`src/design/cpm_pkg.sv`:
```
// ---------------------------------------------------------------------------
// cpm_pkg
// shared constants, codes and controller/datapath command types
// ---------------------------------------------------------------------------
package cpm_pkg;

	localparam int NUM_SLOTS  = 1024;
	localparam int NUM_FRAMES = 256;
	localparam int SLOT_W     = $clog2(NUM_SLOTS);
	localparam int FRAME_W    = $clog2(NUM_FRAMES);
	localparam int CNT_W      = 11;
	localparam int ENTRY_W    = 11;

	// status codes
	localparam logic [1:0] ST_OK       = 2'd0;
	localparam logic [1:0] ST_NO_FRAME = 2'd1;
	localparam logic [1:0] ST_NO_SLOT  = 2'd2;

	// access codes stored in a slot entry
	localparam logic [1:0] ACC_NONE = 2'd0;
	localparam logic [1:0] ACC_RD   = 2'd1;
	localparam logic [1:0] ACC_RW   = 2'd2;

	// controller to datapath commands
	typedef struct packed {
		logic clr;         // clearing pass step after reset
		logic load;        // latch request fields, clear scan state
		logic fscan;       // frame scan step
		logic hscan;       // hint check step
		logic sscan;       // slot scan step
		logic scan_init;   // clear run counter, set scan index to zero or hint
		logic sel_hint;    // take hint as scan start or slot base
		logic wr;          // write step
	} cpm_cmd_t;

	// datapath to controller status
	typedef struct packed {
		logic cend;            // last entry of the clearing pass
		logic zero_count;
		logic too_big_frame;
		logic too_big_slot;
		logic hint_ok_start;   // hint valid and run inside table
		logic fdone;           // frame run found this step
		logic fend;            // last frame examined
		logic hfail;           // hint slot occupied
		logic hend;            // last hint slot examined
		logic sdone;
		logic send;
		logic wend;            // last write
		logic rd_valid;        // slot read data available
	} cpm_sts_t;

endpackage

```
`src/design/cpm_ctrl.sv`:
```
// ---------------------------------------------------------------------------
// cpm_ctrl
// request sequencer: frame scan, hint check, slot scan, write, respond
// ---------------------------------------------------------------------------
module cpm_ctrl (
	input  logic              clk,
	input  logic              arst_n,
	input  logic              in_valid,
	output logic              in_stall,
	output logic              out_valid,
	input  logic              out_stall,
	output logic [1:0]        status,
	output cpm_pkg::cpm_cmd_t cmd,
	input  cpm_pkg::cpm_sts_t sts
);
	localparam logic [2:0] S_IDLE  = 3'd0;
	localparam logic [2:0] S_CHECK = 3'd1;
	localparam logic [2:0] S_FSCAN = 3'd2;
	localparam logic [2:0] S_HSCAN = 3'd3;
	localparam logic [2:0] S_SSCAN = 3'd4;
	localparam logic [2:0] S_WRITE = 3'd5;
	localparam logic [2:0] S_RESP  = 3'd6;
	localparam logic [2:0] S_CLEAR = 3'd7;

	logic [2:0] state_q;
	logic [2:0] state_nxt;
	logic [1:0] status_q;
	logic [1:0] status_nxt;

	assign in_stall  = (state_q != S_IDLE);
	assign out_valid = (state_q == S_RESP);
	assign status    = status_q;

	// next state and commands
	always_comb begin
		state_nxt  = state_q;
		status_nxt = status_q;
		cmd        = '0;
		unique case (state_q)
			S_CLEAR: begin
				cmd.clr = 1'b1;
				if (sts.cend) begin
					state_nxt = S_IDLE;
				end
			end
			S_IDLE: begin
				if (in_valid) begin
					cmd.load  = 1'b1;
					state_nxt = S_CHECK;
				end
			end
			S_CHECK: begin
				if (sts.zero_count || sts.too_big_frame) begin
					status_nxt = cpm_pkg::ST_NO_FRAME;
					state_nxt  = S_RESP;
				end else begin
					state_nxt = S_FSCAN;
				end
			end
			S_FSCAN: begin
				cmd.fscan = 1'b1;
				if (sts.fdone) begin
					cmd.scan_init = 1'b1;
					cmd.sel_hint  = sts.hint_ok_start;
					state_nxt = sts.hint_ok_start ? S_HSCAN : S_SSCAN;
				end else if (sts.fend) begin
					status_nxt = cpm_pkg::ST_NO_FRAME;
					state_nxt  = S_RESP;
				end
			end
			S_HSCAN: begin
				cmd.hscan = 1'b1;
				if (sts.hfail) begin
					cmd.hscan     = 1'b0;
					cmd.scan_init = 1'b1;
					state_nxt = S_SSCAN;
				end else if (sts.hend) begin
					cmd.hscan    = 1'b0;
					cmd.sel_hint = 1'b1;
					state_nxt    = S_WRITE;
				end
			end
			S_SSCAN: begin
				cmd.sscan = 1'b1;
				if (sts.sdone) begin
					state_nxt = S_WRITE;
				end else if (sts.send) begin
					status_nxt = cpm_pkg::ST_NO_SLOT;
					state_nxt  = S_RESP;
				end
			end
			S_WRITE: begin
				cmd.wr = 1'b1;
				if (sts.wend) begin
					status_nxt = cpm_pkg::ST_OK;
					state_nxt  = S_RESP;
				end
			end
			S_RESP: begin
				if (!out_stall) begin
					state_nxt = S_IDLE;
				end
			end
			default: state_nxt = S_IDLE;
		endcase
	end

	always_ff @(posedge clk or negedge arst_n) begin
		if (!arst_n) begin
			state_q  <= S_CLEAR;
			status_q <= cpm_pkg::ST_OK;
		end else begin
			state_q  <= state_nxt;
			status_q <= status_nxt;
		end
	end
endmodule

```
`config.mk`:
```
export PLATFORM = sky130hd
export DESIGN_NAME = cpm_ctrl
export DESIGN_NICKNAME = d
export VERILOG_FILES = /design/src/design/cpm_pkg.sv /design/src/design/cpm_ctrl.sv
export SDC_FILE = /design/constraint.sdc
export NUM_CORES = 1
export LEC_CHECK = 0
export BUFFER_PORTS_ARGS = -buffer_cell sky130_fd_sc_hd__buf_2
export CORE_MARGIN = 4
export CORE_UTILIZATION = 39
export CTS_BUF_LIST = sky130_fd_sc_hd__clkbuf_8 sky130_fd_sc_hd__clkbuf_16
export DETAILED_ROUTE_END_ITERATION = 7
export PLACE_DENSITY = 0.78
export RECOVER_POWER = 50
export SYNTH_ARGS = -nofsm -noshare
export SYNTH_HDL_FRONTEND = slang
export SYNTH_SLANG_ARGS = --single-unit
```
`constraint.sdc`:
```
create_clock -name clk -period 1.4 [get_ports clk]
set_input_delay 0 -clock clk [delete_from_list [all_inputs] [get_ports clk]]
set_output_delay 0 -clock clk [all_outputs]
set_load 0.005 [all_outputs]
```
==> results.sh, run 1 <==
export IMPL_status="complete, but fails checks"
export IMPL_failed_checks="setup timing"
export IMPL_initial_utilization_pct=42.0
export IMPL_path_class="flop to primary output"
export IMPL_tns_ns=-0.0857
export IMPL_layout_drive_gt1_share_pct=52.9
export IMPL_mostFrequentLayoutCells="buf_2, buf_4, nor2_1"
export IMPL_grt_max_degree=12
export IMPL_critical_path_max_stage_delay_ns=0.58
export IMPL_track_usage_pct=19.3
export IMPL_final_common_cell="buf_2"
export IMPL_hold_path_class="input pin to asynchronous set/reset pin"
export IMPL_grt_overflow=0
export IMPL_worstPathCellList="buf_4 > buf_4 > nand3b_1 > a21oi_1 > buf_2"
export IMPL_rsz0062_at_grt="yes"
export IMPL_worstPathMaxFanout=6
export IMPL_post_drt_wl_per_cell_microns=14.6
export IMPL_worst_pin_slew_ns=0.351
export IMPL_hold_violations=0
export IMPL_startpoint_type="flop"
export IMPL_drv_cap=0
export IMPL_dp_hpwl_mm=1.40
export IMPL_n_fill_cell=113
export IMPL_crit_path_top_delay_cell="dfstp_2"
export IMPL_vias=747
export IMPL_synth_avg_cell_area_sq_um=7.37
export IMPL_die_y_microns=45.7
export IMPL_synth_seq_area_share_pct=23.3
export IMPL_portBuffers=26
export IMPL_cts_max_path_buffers=2
export IMPL_clkSinkCount=5
export IMPL_cp_required_ns=1.40
export IMPL_cts_tree="built"
export IMPL_cpMostUsedCell="buf_4"
export IMPL_fp_row_count=13
export IMPL_synth_cell_types=35
export IMPL_yosysWarnings=0
export IMPL_cts_buffers=3
export IMPL_htreeDepth=1
export IMPL_setup_violations_final=3
export IMPL_fin_nets=139
export IMPL_power_leakage_nw=0.478
export IMPL_grt_pass1_wl_mm=2.82
export IMPL_wirelength_mm=1.99
export IMPL_grt_antenna_before_repair=0
export IMPL_arrival_ns=1.45
export IMPL_r2r_slack_ns=-0.02
export IMPL_period_needed_ns=1.45
export IMPL_multi_input_area_sq_um=438
export IMPL_endpoint_kind="primary output"
export IMPL_die_x_microns=45.7
export IMPL_place_inst=121
export IMPL_relSlewSlack_pct=76.4
export IMPL_drt_initial_drc_count=18
export IMPL_dp_worst_setup_slack_ns=-0.0416
export IMPL_max_freq_mhz=690
export IMPL_io_pins=29
export IMPL_n_antenna_cell=0
export IMPL_synthesis_nets=92
export IMPL_p_per_area_mw_per_mm2=2280
export IMPL_finalClockSkew_ns=0.00169
export IMPL_first_pass_iters=4
export IMPL_viasPerCell=5.49
export IMPL_finalPower_mw=2.18
export IMPL_final_antenna_net_count=0
export IMPL_max_vdd_ir_drop_mv=1.22
export IMPL_regArea_sq_um=129
export IMPL_dieArea_sq_mm=0.00208
export IMPL_syn_cell_area_sq_um=553
export IMPL_synthCells=75
export IMPL_core_area_sq_mm=0.00132
export IMPL_syn2layout_area_growth_pct=72.9
export IMPL_maxSlewViolCount=0
export IMPL_clk_pin_slew_worst_paths_ns=0.04
export IMPL_period_share_pct=103
export IMPL_clock_latency_ns=0.23
export IMPL_place_congestion=0.840
export IMPL_cts_root_buf="clkbuf_8"
export IMPL_drc=0
export IMPL_ys_ff_latch=5
export IMPL_setup_ws_ns=-0.0485
export IMPL_fin_cells=136
export IMPL_grt_pass1_vias=683
repair_timing:
action | in CTS | in global routing
endpoints found under the hold margin | 5 | 0
setup endpoints to repair | 3 | 9
buffers inserted | 2 | 9
hold buffers | 1 | 0
resized for setup | 6 | 16
pin swaps | 2 | 10
cloned | 0 | 0
metrics by stage:
step | hold slack, ns | cell area, sq um | util [%]
CTS | 0.117 | 832 | 63.2
detailed placement | -0.178 | 752 | 57.1
global route | 0.197 | 956 | 72.6
finish | 0.164 | 956 | 72.6
global placement | -0.181 | 752 | 57.1
floorplan | -0.296 | 553 | -
worst paths after layout:
path | start | cells after the start | endpoint
min in group clk | sts[5] | 3 | state_q[0]$_DFFE_PN1P_
hold / removal | arst_n | 2 | status[1]$_DFFE_PN0P_
hold reg to reg | status[0]$_DFFE_PN0P_ | 2 | status[0]$_DFFE_PN0P_
max in group asynchronous | arst_n | 2 | state_q[0]$_DFFE_PN1P_
setup / recovery | state_q[0]$_DFFE_PN1P_ | 5 | cmd[1]
setup reg to reg | state_q[0]$_DFFE_PN1P_ | 6 | state_q[1]$_DFFE_PN1P_
routing by layer:
| metal | vias to the layer above | wire length, microns | global-route usage (%) |
|---|---|---|---|
| met5 | - | 0 | 0 |
| met1 | 348 | 729 | 22.2 |
| met4 | 0 | 61 | 14.0 |
| met2 | 28 | 1030 | 31.5 |
| li1 | 364 | - | - |
| met3 | 7 | 160 | 3.16 |
sequential cells by signal, summed over array words and instances, names as in the netlist:
register	count
status	2
state_q	3
cell families (layout without fill, tap and decap cells):
family	count (synthesis)	after routing	synth area share, %
buffers and inverters	10	56	8.60
AND/OR/NAND/NOR	35	35	33.7
multiplexers	1	1	1.81
flip-flops	5	5	23.3
AO/OA/AOI/OAI	24	24	32.6
layout make-up:
cell class,count,area share (%)
clock buffer,3,4.32
timing repair buffer,48,32.5
clock inverter,1,0.393
sequential,5,13.5
multi-input combinational,60,45.8
inverter,4,1.57
tap,15,1.96
Yosys cell counts:
master      n  area share, %
inv_1       4            2.7
a21bo_1     1            1.8
o21bai_1    1            1.4
a221oi_1    1            1.6
and2_1      2            2.3
a21oi_1     3            2.7
a32o_1      1            1.8
o31ai_1     3            4.1
nand4_1     2            2.3
o21ai_0     2            1.8
nor3b_1     2            2.7
nor2b_1     3            3.4
o21ai_1     1           0.90
o2bb2ai_1   1            1.6
and3_1      2            2.3
nor3_1      2            1.8
nand3b_1    2            2.7
or3_1       1            1.1
buf_4       1            1.4
nand2b_1    3            3.4
buf_2       5            4.5
a22o_1      1            1.6
o2111ai_1   1            1.6
dfstp_2     3             14
o211ai_1    1            1.4
dfrtp_1     2            9.1
o21ai_2     2            3.2
nor2_1     10            6.8
nand2_1     5            3.4
o21bai_2    1            2.0
o22ai_1     1            1.1
a22oi_1     1            1.4
mux2i_1     1            1.8
a21boi_0    2            2.7
and3b_1     1            1.6
critical path, delay by kind of cell (launching register included):
family	cells	cell delay, ns
flops	1	0.58
compound gates	1	0.16
simple gates	1	0.10
buf+inv	3	0.38
report_power, final:
group	switching [mW]	total, mW	leakage (nW)	internal [mW]
Clock	0.0820	0.271	0.0269	0.189
Sequential	0.105	0.361	0.0552	0.256
Combinational	0.680	1.55	0.396	0.871
(Power assumes the default switching activity.)
==> run 2, diff against run 1 <==
==> constraint.sdc (replaced) <==
create_clock -name clk -period 1.2 [get_ports clk]
set_input_delay 0 -clock clk [delete_from_list [all_inputs] [get_ports clk]]
set_output_delay 0 -clock clk [all_outputs]
set_load 0.005 [all_outputs]
==> run 2 against run 1 <==
The flow still finishes with violations (setup timing). Die area is the same. Largest power group unchanged. Final area grew 8.9%. Power grew 33%. Highest routed layer unchanged. Non-clock buffer count grew 5. Largest cell class unchanged. First-iteration DRC count grew 5.6%. Register-to-register slack lost 0.21 ns. Critical endpoint is now cmd[6]. Clock skew grew 0.0019 ns.
==> results.sh, run 2 (synthesis gave the netlist of run 1 again) <==
export IMPL_cpMostUsedCell="buf_6"
export IMPL_rsz0062_at_grt="yes"
export IMPL_multi_input_area_sq_um=447
export IMPL_tns_ns=-2.69
export IMPL_regArea_sq_um=129
export IMPL_setup_violations_final=15
export IMPL_fin_nets=144
export IMPL_max_vdd_ir_drop_mv=1.58
export IMPL_grt_pass1_vias=724
export IMPL_post_drt_wl_per_cell_microns=16.0
export IMPL_n_fill_cell=71
export IMPL_max_freq_mhz=694
export IMPL_path_class="flop to primary output"
export IMPL_startpoint_type="flop"
export IMPL_clock_latency_ns=0.23
export IMPL_p_per_area_mw_per_mm2=2780
export IMPL_setup_ws_ns=-0.241
export IMPL_worstPathCellList="buf_6 > buf_6 > or3_4 > nor2_1 > buf_2"
export IMPL_cts_max_path_buffers=2
export IMPL_finalInstanceArea_sq_mm=0.00104
export IMPL_dp_worst_setup_slack_ns=-0.207
export IMPL_final_common_cell="buf_2"
export IMPL_power_leakage_nw=0.526
export IMPL_endpoint_kind="primary output"
export IMPL_first_pass_iters=4
export IMPL_place_congestion=0.879
export IMPL_worstPathBufferInverterCount=3
export IMPL_period_share_pct=120
export IMPL_vias=803
export IMPL_htreeDepth=1
export IMPL_initial_utilization_pct=42.0
export IMPL_drv_cap=0
export IMPL_grt_overflow=0
export IMPL_fin_cells=141
export IMPL_die_y_microns=45.7
export IMPL_n_antenna_cell=0
export IMPL_failed_checks="setup timing"
export IMPL_worstPathMaxFanout=6
export IMPL_track_usage_pct=21.8
export IMPL_layout_drive_gt1_share_pct=57.1
export IMPL_clkSinkCount=5
export IMPL_core_area_sq_mm=0.00132
export IMPL_rr_startpoint="state_q[0]$_DFFE_PN1P_"
export IMPL_hold_path_class="input pin to asynchronous set/reset pin"
export IMPL_dieArea_sq_mm=0.00208
export IMPL_hold_violations=0
export IMPL_mostFrequentLayoutCells="buf_2, buf_4, buf_6"
export IMPL_die_x_microns=45.7
export IMPL_r2r_slack_ns=-0.23
export IMPL_cts_root_buf="clkbuf_8"
export IMPL_fp_row_count=13
export IMPL_r2r_end="state_q[1]$_DFFE_PN1P_"
export IMPL_wirelength_mm=2.26
export IMPL_grt_max_degree=10
export IMPL_viasPerCell=5.70
export IMPL_holdWs_ns=0.169
export IMPL_maxSlewViolCount=0
export IMPL_worst_pin_slew_ns=0.351
export IMPL_cts_buffers=3
export IMPL_finalClockSkew_ns=0.00362
export IMPL_final_antenna_net_count=0
export IMPL_clk_pin_slew_worst_paths_ns=0.04
export IMPL_status="complete, but fails checks"
export IMPL_period_needed_ns=1.44
export IMPL_critical_path_max_stage_delay_ns=0.39
export IMPL_cts_tree="built"
export IMPL_crit_path_top_delay_cell="dfstp_2"
export IMPL_place_inst=123
export IMPL_ff2ff_path_depth=6
export IMPL_io_pins=29
export IMPL_portBuffers=26
export IMPL_regMostFlops="state_q"
export IMPL_dp_hpwl_mm=1.32
export IMPL_relSlewSlack_pct=76.4
export IMPL_grt_antenna_before_repair=0
export IMPL_crit_family="simple AND/OR/NAND/NOR gates"
export IMPL_drt_initial_drc_count=19
export IMPL_grt_pass1_wl_mm=3.31
export IMPL_largest_reg_flops=3
export IMPL_drc=0
export IMPL_cp_required_ns=1.20
export IMPL_syn2layout_area_growth_pct=88.2
export IMPL_arrival_ns=1.44
export IMPL_dpl_cell_area_sq_um=767
## run 2: cell count changes in the layout (fill, tap and decap cells not counted), moves of 2 or more
cell and change:
inv_1 -2, nor2_2 -2, buf_6 +9, nor3b_2 +2, buf_4 -3
## run 2: metal layers
layer / up-vias / GRT usage, % / wire length (microns)
li1: 375 / - / -
met1: 382 / 28.6 / 913
met2: 40 / 36.8 / 1160
met3: 6 / 4.74 / 153
met4: 0 / 3.51 / 35
met5: - / 0 / 0
## run 2: worst max-delay path by stage
stage,startpoint,endpoint,depth (start not counted)
finish,state_q[0]$_DFFE_PN1P_,cmd[6],5
global route,state_q[0]$_DFFE_PN1P_,state_q[1]$_DFFE_PN1P_,6
CTS,state_q[0]$_DFFE_PN1P_,cmd[6],5
detailed placement,state_q[0]$_DFFE_PN1P_,state_q[1]$_DFFE_PN1P_,4
global placement,state_q[0]$_DFFE_PN1P_,state_q[1]$_DFFE_PN1P_,4
floorplan,state_q[0]$_DFFE_PN1P_,state_q[1]$_DFFE_PN1P_,4
## run 2: metrics by stage
stage / power, mW / utilization (%)
6_report: 2.89 / 79.0
2_1_floorplan: 1.25 / -
4_1_cts: 2.45 / 70.3
5_1_grt: 3.09 / 79.0
3_3_place_gp: 1.72 / 58.2
3_5_place_dp: 1.76 / 58.2
## run 2: layout make-up
cell class	instances	area share (%)
clock buffers	3	3.97
clock inverters	1	0.481
inverters	4	1.44
multi-input cells	60	42.9
flip-flops and latches	5	12.4
well taps	15	1.80
repair buffers	53	37.0
## run 2: worst reg2reg max path, stage by stage (launching register included)
cell,delay [ns]
dfstp_2,0.58
buf_6,0.14
buf_4,0.12
nor2_4,0.04
o21ai_2,0.10
nand4_1,0.14
a32o_1,0.22
## run 2: report_power, final
group	leakage (nW)	internal [mW]	switching, mW
registers	0.0552	0.299	0.112
logic	0.445	1.22	0.932
clock network	0.0255	0.225	0.102
total	0.526	1.75	1.15
## run 2: repair_timing
action	4_1_cts	5_1_grt
pin swaps	4	11
gates resized for setup	14	21
setup buffers	6	6
cloned	1	0
endpoints found under the hold margin	5	0
setup endpoints to repair	15	15
hold buffers	1	0
